===== src/rtl/scfl_pkg.sv =====
// shared types, constants and codes for the size-class free-list cache
package scfl_pkg;

  localparam int CLASSES     = 8;
  localparam int STACK_DEPTH = 16;
  localparam int WORD_BYTES  = 8;

  localparam int ADDR_W   = 48;
  localparam int SIZE_W   = 32;
  localparam int BSIZE_W  = 33;
  localparam int ZONE_W   = 6;
  localparam int EXP_W    = 6;
  localparam int SMALL_W  = 5;
  localparam int CAP_W    = 4;
  localparam int CFG_IDX_W  = 1;
  localparam int CFG_DATA_W = 5;

  localparam int CLASS_W   = (CLASSES > 1) ? $clog2(CLASSES) : 1;
  localparam int SLOT_W    = (STACK_DEPTH > 1) ? $clog2(STACK_DEPTH) : 1;
  localparam int COUNT_W   = $clog2(STACK_DEPTH + 1);
  localparam int MEM_DEPTH = CLASSES * STACK_DEPTH;
  localparam int MEM_AW    = (MEM_DEPTH > 1) ? $clog2(MEM_DEPTH) : 1;

  // configuration register indexes
  localparam logic [CFG_IDX_W-1:0] REG_SMALLEST = 1'd0;
  localparam logic [CFG_IDX_W-1:0] REG_CAP      = 1'd1;

  localparam logic [SMALL_W-1:0] SMALLEST_RESET = 5'd3;
  localparam logic [CAP_W-1:0]   CAP_RESET      = 4'd15;

  // request kinds
  localparam logic FUNC_ALLOC   = 1'b0;
  localparam logic FUNC_RELEASE = 1'b1;

  // outcome codes
  localparam logic [1:0] OUT_FROM_POOL   = 2'd0;
  localparam logic [1:0] OUT_FETCH       = 2'd1;
  localparam logic [1:0] OUT_KEPT        = 2'd2;
  localparam logic [1:0] OUT_GIVE_BACK   = 2'd3;

  typedef struct packed {
    logic              func;
    logic [SIZE_W-1:0] request_size;
    logic [ADDR_W-1:0] block_address;
  } req_t;

  typedef struct packed {
    logic [1:0]         outcome;
    logic [ADDR_W-1:0]  result_address;
    logic [BSIZE_W-1:0] backing_size;
    logic [ZONE_W-1:0]  class_index;
    logic               bypassed;
  } resp_t;

  typedef struct packed {
    logic [EXP_W-1:0]  exponent;
    logic [ZONE_W-1:0] zone;
    logic              bypass;
  } class_info_t;

endpackage


===== src/rtl/scfl_classify.sv =====
// size to class mapping: ceiling log2, raise to the minimum, class offset
module scfl_classify (
  input  logic [scfl_pkg::SIZE_W-1:0]  size,
  input  logic [scfl_pkg::SMALL_W-1:0] smallest,
  output scfl_pkg::class_info_t        info
);

  logic [4:0]                  top;
  logic                        pow2;
  logic [scfl_pkg::EXP_W-1:0]  exp_raw;
  logic [scfl_pkg::EXP_W-1:0]  exp_raised;
  logic [scfl_pkg::EXP_W-1:0]  small_ext;

  // highest set bit
  always_comb begin
    top = 5'd0;
    for (int b = 0; b < scfl_pkg::SIZE_W; b++) begin
      if (size[b]) begin
        top = 5'(b);
      end
    end
  end

  assign pow2      = ((size & (size - 32'd1)) == '0);
  assign small_ext = {1'b0, smallest};

  always_comb begin
    if (size == '0) begin
      exp_raw = 6'd1;
    end else if (pow2) begin
      exp_raw = {1'b0, top};
    end else begin
      exp_raw = {1'b0, top} + 6'd1;
    end
    exp_raised    = (exp_raw < small_ext) ? small_ext : exp_raw;
    info.exponent = exp_raised;
    info.zone     = exp_raised - small_ext;
    info.bypass   = (info.zone >= scfl_pkg::ZONE_W'(scfl_pkg::CLASSES));
  end

endmodule


===== config.mk =====
export PLATFORM = sky130hd
export DESIGN_NAME = scfl_classify
export DESIGN_NICKNAME = d
export VERILOG_FILES = /design/src/rtl/scfl_pkg.sv /design/src/rtl/scfl_classify.sv
export SDC_FILE = /design/constraint.sdc
export NUM_CORES = 1
export LEC_CHECK = 0
export ABC_AREA = 1
export BUFFER_PORTS_ARGS = -buffer_cell sky130_fd_sc_hd__buf_2
export CAP_MARGIN = 40
export CELL_PAD_IN_SITES_DETAIL_PLACEMENT = 1
export CELL_PAD_IN_SITES_GLOBAL_PLACEMENT = 1
export CORE_ASPECT_RATIO = 0.75
export CORE_MARGIN = 8
export CORE_UTILIZATION = 34
export DETAILED_ROUTE_END_ITERATION = 16
export GPL_TIMING_DRIVEN = 0
export PLACE_DENSITY = 0.81
export SKIP_LAST_GASP = 1
export SYNTH_ARGS = -nofsm -noshare
export SYNTH_HDL_FRONTEND = slang
export SYNTH_SLANG_ARGS = --single-unit

===== constraint.sdc =====
create_clock -name vclk -period 6.5
set_input_delay 0.65 -clock vclk [all_inputs]
set_output_delay 0.65 -clock vclk [all_outputs]
set_load 0.1 [all_outputs]

# Word level (Yosys, flattened, before mapping)
# Cells that the tools add are included.
# Widths: inputs -> output; s select.
word_totals:
  ff_bits: 0
  inputBits: 37
  output_inout_bits: 13
  word_cells: 42
op_classes:
  n_addsub: 3
  n_lt_le_gt_ge: 2
  n_mux: 34
  bitwise: 1
  n_reduce_logical: 2
ops:
  columns: ["cell", "count"]
  rows:
  - ["$mux 5", 30]
  - ["$logic_not 32->1", 2]
  - ["$and 32x32->32", 1]
  - ["$sub 32x1->32 const B", 1]
  - ["$mux 6", 3]
  - ["$add 5x1->6 const B", 1]
  - ["$ge 6x4->1 const B", 1]
  - ["$lt 6x5->1", 1]
  - ["$sub 6x5->6", 1]
  - ["$mux 1", 1]

# Logic depth before layout (Yosys ltp)
logic_depth:
  ltp_word: 38
  mapped_depth: 49
  depth_no_buf: 49

# Least setup slack after synthesis
# Ideal clock, no wire load.
synth_timing:
  path_type: "input port to output port"
  startpoint: "in size[2] (netlist name)"
  endpoint: "out info[0] (netlist name)"
  t_arrival_ps: 7376
  t_required_ps: 5850
  slack_ps: -1526
  cell_stages: 48
  n_path_buf: 0
  path_cell_list: "inv_2 > nand2_1 > nand2_1 > nand2_1 > nand2_1 > nand2_1 > nand2_1 > nand2_1 > nand2_1 > nand2_1 > nand2_1 > nand2_1 > nand2_1 > nand2_1 > nand2_1 > nand2_1 > nand2_1 > nand2_1 > [12 not listed] > nand2_2 > ha_1 > nand2_1 > xor2_1 > inv_1 > ha_1 > a21o_1 > a211oi_4 > nand2_4 > nand2_1 > nand2_1 > ha_1 > a21oi_1 > o21ai_0 > a21o_1 > a21oi_1 > xor2_1 > or3_1"
synth_rtl:
  columns: ["item", "line", "source"]
  rows:
  - ["from (decl)", "scfl_classify.sv:3", "input logic [scfl_pkg::SIZE_W-1:0] size,"]
  - ["to (decl)", "scfl_classify.sv:5", "output scfl_pkg::class_info_t info"]

==> impl_metrics.sql <==
INSERT INTO impl_metrics (metric_group, metric, value, unit) VALUES
('run_status', 'status', 'complete, no violations', ''),
('route', 'vias_per_cell', '4.89', ''),
('setup_path', 'timing.setup.critical_path_class', 'input port to primary output', ''),
('setup_path', 'timing.critical_path.slowest_cell_delay', '0.39', 'ns'),
('synth', 'synth_cell_types', '41', ''),
('timing', 'final-hold-violation-count', '0', ''),
('die', 'total_core_area', '3950', 'um^2'),
('setup_path', 'startpoint_type', 'input port', ''),
('timing', 'final-max-slew-violation-count', '0', ''),
('route', 'drt_wl_total', '5.33', 'mm'),
('setup_path', 'worst_path_max_delay_cell', 'or3_4', ''),
('die', 'fp-row-count', '20', ''),
('power', 'leakagePower', '1.06', 'nW'),
('global_route', 'globalRouteTotalUtil', '0.150', ''),
('cells_and_area', 'finish.utilization', '0.492', ''),
('cells_and_area', 'drive_above_1_share', '0.365', ''),
('placement', 'total_of_buffers_placed_on_input_and_output_ports', '50', ''),
('global_route', 'via_count_of_the_first_global_routing_pass', '1818', ''),
('cells_and_area', 'num-clock-buffers', '0', ''),
('cells_and_area', 'final-instance-count-excl-fill', '362', ''),
('cells_and_area', 'final-seq-area', '0', 'um^2'),
('worst_hold_path', 'hold_path.class', 'input port to primary output', ''),
('route', 'wire_per_inst', '14.7', 'um'),
('global_route', 'grt_max_degree', '9', ''),
('setup_path', 'critPathArrivalTime', '5.49', 'ns'),
('route', 'first_pass_iters', '4', ''),
('synth', 'synth_seq_area_share', '0', ''),
('synth', 'total_of_warnings_raised_by_yosys', '0', ''),
('die', 'dieArea', '6350', 'um^2'),
('timing', 'final.min_clock_period', '6.14', 'ns'),
('placement', 'finalWeightedCongestion', '0.804', ''),
('timing', 'totalNegativeSetupSlack', '0', 'ns'),
('setup_path', 'worstSetupEndpointType', 'primary output', ''),
('cells_and_area', 'layout.nets', '357', ''),
('synth', 'synth_largest_area_cell', 'nand2_1', ''),
('timing', 'timing.final.setup_violations', '0', ''),
('route', 'detail_route.drc_violations', '0', ''),
('timing', 'max_clock_freq', '163', 'MHz'),
('timing', 'min_period_over_period', '0.944', ''),
('route', 'drtAntennaViolNets', '0', ''),
('cells_and_area', 'area_delta_synth_final', '41.5', '%'),
('global_route', 'grt_overflow_total', '0', ''),
('synth', 'synthMostInstantiatedCell', 'nand2_1', ''),
('die', 'floorplan.io_pins', '50', ''),
('placement', 'post_dp_cell_area', '1770', 'um^2'),
('setup_path', 'critical_path.endpoint', 'info[0]', ''),
('global_route', 'grt_pass1_wl', '8.00', 'mm'),
('die', 'start_util', '0.347', ''),
('synth', 'synth_commonest_cells', 'nand2_1 (68), inv_1 (52), nor2_1 (18)', ''),
('cells_and_area', 'post-route-cell-area', '1940', 'um^2'),
('setup_path', 'worst_setup_startpoint', 'size[0]', ''),
('synth', 'yosys-top-cells-area', 'nand2_1 (19%), inv_1 (14%), ha_1 (9.1%)', ''),
('die', 'die_w', '89.4', 'um'),
('run', 'drv.max_cap_violation_count', '0', ''),
('global_route', 'antenna_found_initial', '0', ''),
('timing', 'timing.slew.headroom', '0.662', ''),
('die', 'die_height', '71.1', 'um'),
('synth', 'synthesis.area_per_instance', '5.47', 'um^2'),
('power', 'power_density', '188', 'nW/um^2'),
('timing', 'timing_worst_slew_pin_value', '0.511', 'ns'),
('synth', 'yosysTopAreaCellShare', '0.186', ''),
('cells_and_area', 'seq_cells', '0', ''),
('setup_path', 'critPathRequiredTime', '5.85', 'ns'),
('cells_and_area', 'diodes', '0', ''),
('synth', 'syn-num-nets', '299', ''),
('route', 'via_count', '1771', ''),
('synth', 'post_synth_inst_count', '251', ''),
('setup_path', 'critical_path_peak_fanout', '7', ''),
('synth', 'synth.cell_area', '1370', 'um^2'),
('power', 'ir_drop', '0.000337', 'V'),
('route', 'initial_drc_count', '67', ''),
('placement', 'number_of_placed_instances_with_taps_included', '356', ''),
('placement', 'dpl.hpwl', '4.14', 'mm');
==> stage by stage <==
stage	power [mW]	worst slack [ns]	hold WS, ns
6_report	0.365	0.361	1.84
5_1_grt	0.384	-0.0655	1.86
4_1_cts	0.327	0.0197	1.84
3_5_place_dp	0.321	-0.264	1.84
3_3_place_gp	0.315	-0.0432	1.84
2_1_floorplan	0.263	0.0271	1.61
==> critical path, delay by kind of cell <==
kind                     cells  cell delay (ns)
AND/OR/NAND/NOR             14             2.03
AO/OA/AOI/OAI                8             1.36
buffers and inverters        5             0.56
adder cells (fa/ha/maj)      2             0.53
XOR/XNOR                     2             0.33
==> cell usage in the layout, fill, tap and decap left out, types with 2 or more instances in the layout <==
cell type and instances:
nand2_1 63, inv_1 52, buf_2 49, nor2_1 18
a21oi_1 12, nand3_1 12, o21ai_0 8, nor2_2 7
inv_2 6, nand2_2 6, nand2_4 6, nor3_1 5
nand4_1 5, ha_1 5, buf_4 5, nor2_4 3
xor2_4 3, ha_4 3, a21oi_2 2, nor3_2 2
a21o_1 2, xor2_1 2, o21ai_4 2, a21oi_4 2
ha_2 2
==> timing repair <==
action                                 4_1_cts  5_1_grt
endpoints found under the hold margin        0        0
setup endpoints to repair                    2        4
pin swaps                                    1       10
hold buffers                                 0        0
setup buffers                                2        4
resized for setup                            3       25
==> power by group <==
group	total [mW]	switching (mW)	internal, mW	leakage, nW
clock	0	0	0	0
combinational	0.365	0.270	0.0954	1.06
sequential	0	0	0	0
total	0.365	0.270	0.0954	1.06
==> metal layers <==
| metal | GRT usage | up-vias | part of all wire | wire (um) |
|---|---|---|---|---|
| li1 | - | 912 | - | - |
| met1 | 0.213 | 815 | 0.49 | 2630 |
| met2 | 0.249 | 40 | 0.45 | 2420 |
| met3 | 0.0139 | 4 | 0.044 | 235 |
| met4 | 0 | 0 | 0.0086 | 46 |
| met5 | 0 | - | 0 | 0 |
==> worst min-delay path by stage <==
stage | from | to | slack (ns) | cells past startpoint
6_report | smallest[0] | info[7] | 1.84 | 4
5_1_grt | smallest[3] | info[10] | 1.86 | 4
4_1_cts | smallest[0] | info[7] | 1.84 | 4
3_5_place_dp | smallest[0] | info[7] | 1.84 | 4
3_3_place_gp | smallest[0] | info[7] | 1.84 | 4
2_1_floorplan | smallest[2] | info[9] | 1.61 | 2
==> cell families (layout without fill, tap and decap cells) <==
| group | Yosys count | after routing | share of synthesized area |
|---|---|---|---|
| compound gates | 41 | 41 | 0.210 |
| fa+ha+maj | 11 | 11 | 0.106 |
| simple gates | 133 | 133 | 0.479 |
| xor+xnor | 6 | 6 | 0.0383 |
| buf+inv | 60 | 116 | 0.167 |
==> cell type report <==
class                      instances  area [um^2]
timing repair buffer              56          314
multi-input combinational        191         1330
fill                             572         2010
tap                               55         68.8
inverter                          60          229
(Power assumes the default switching activity.)
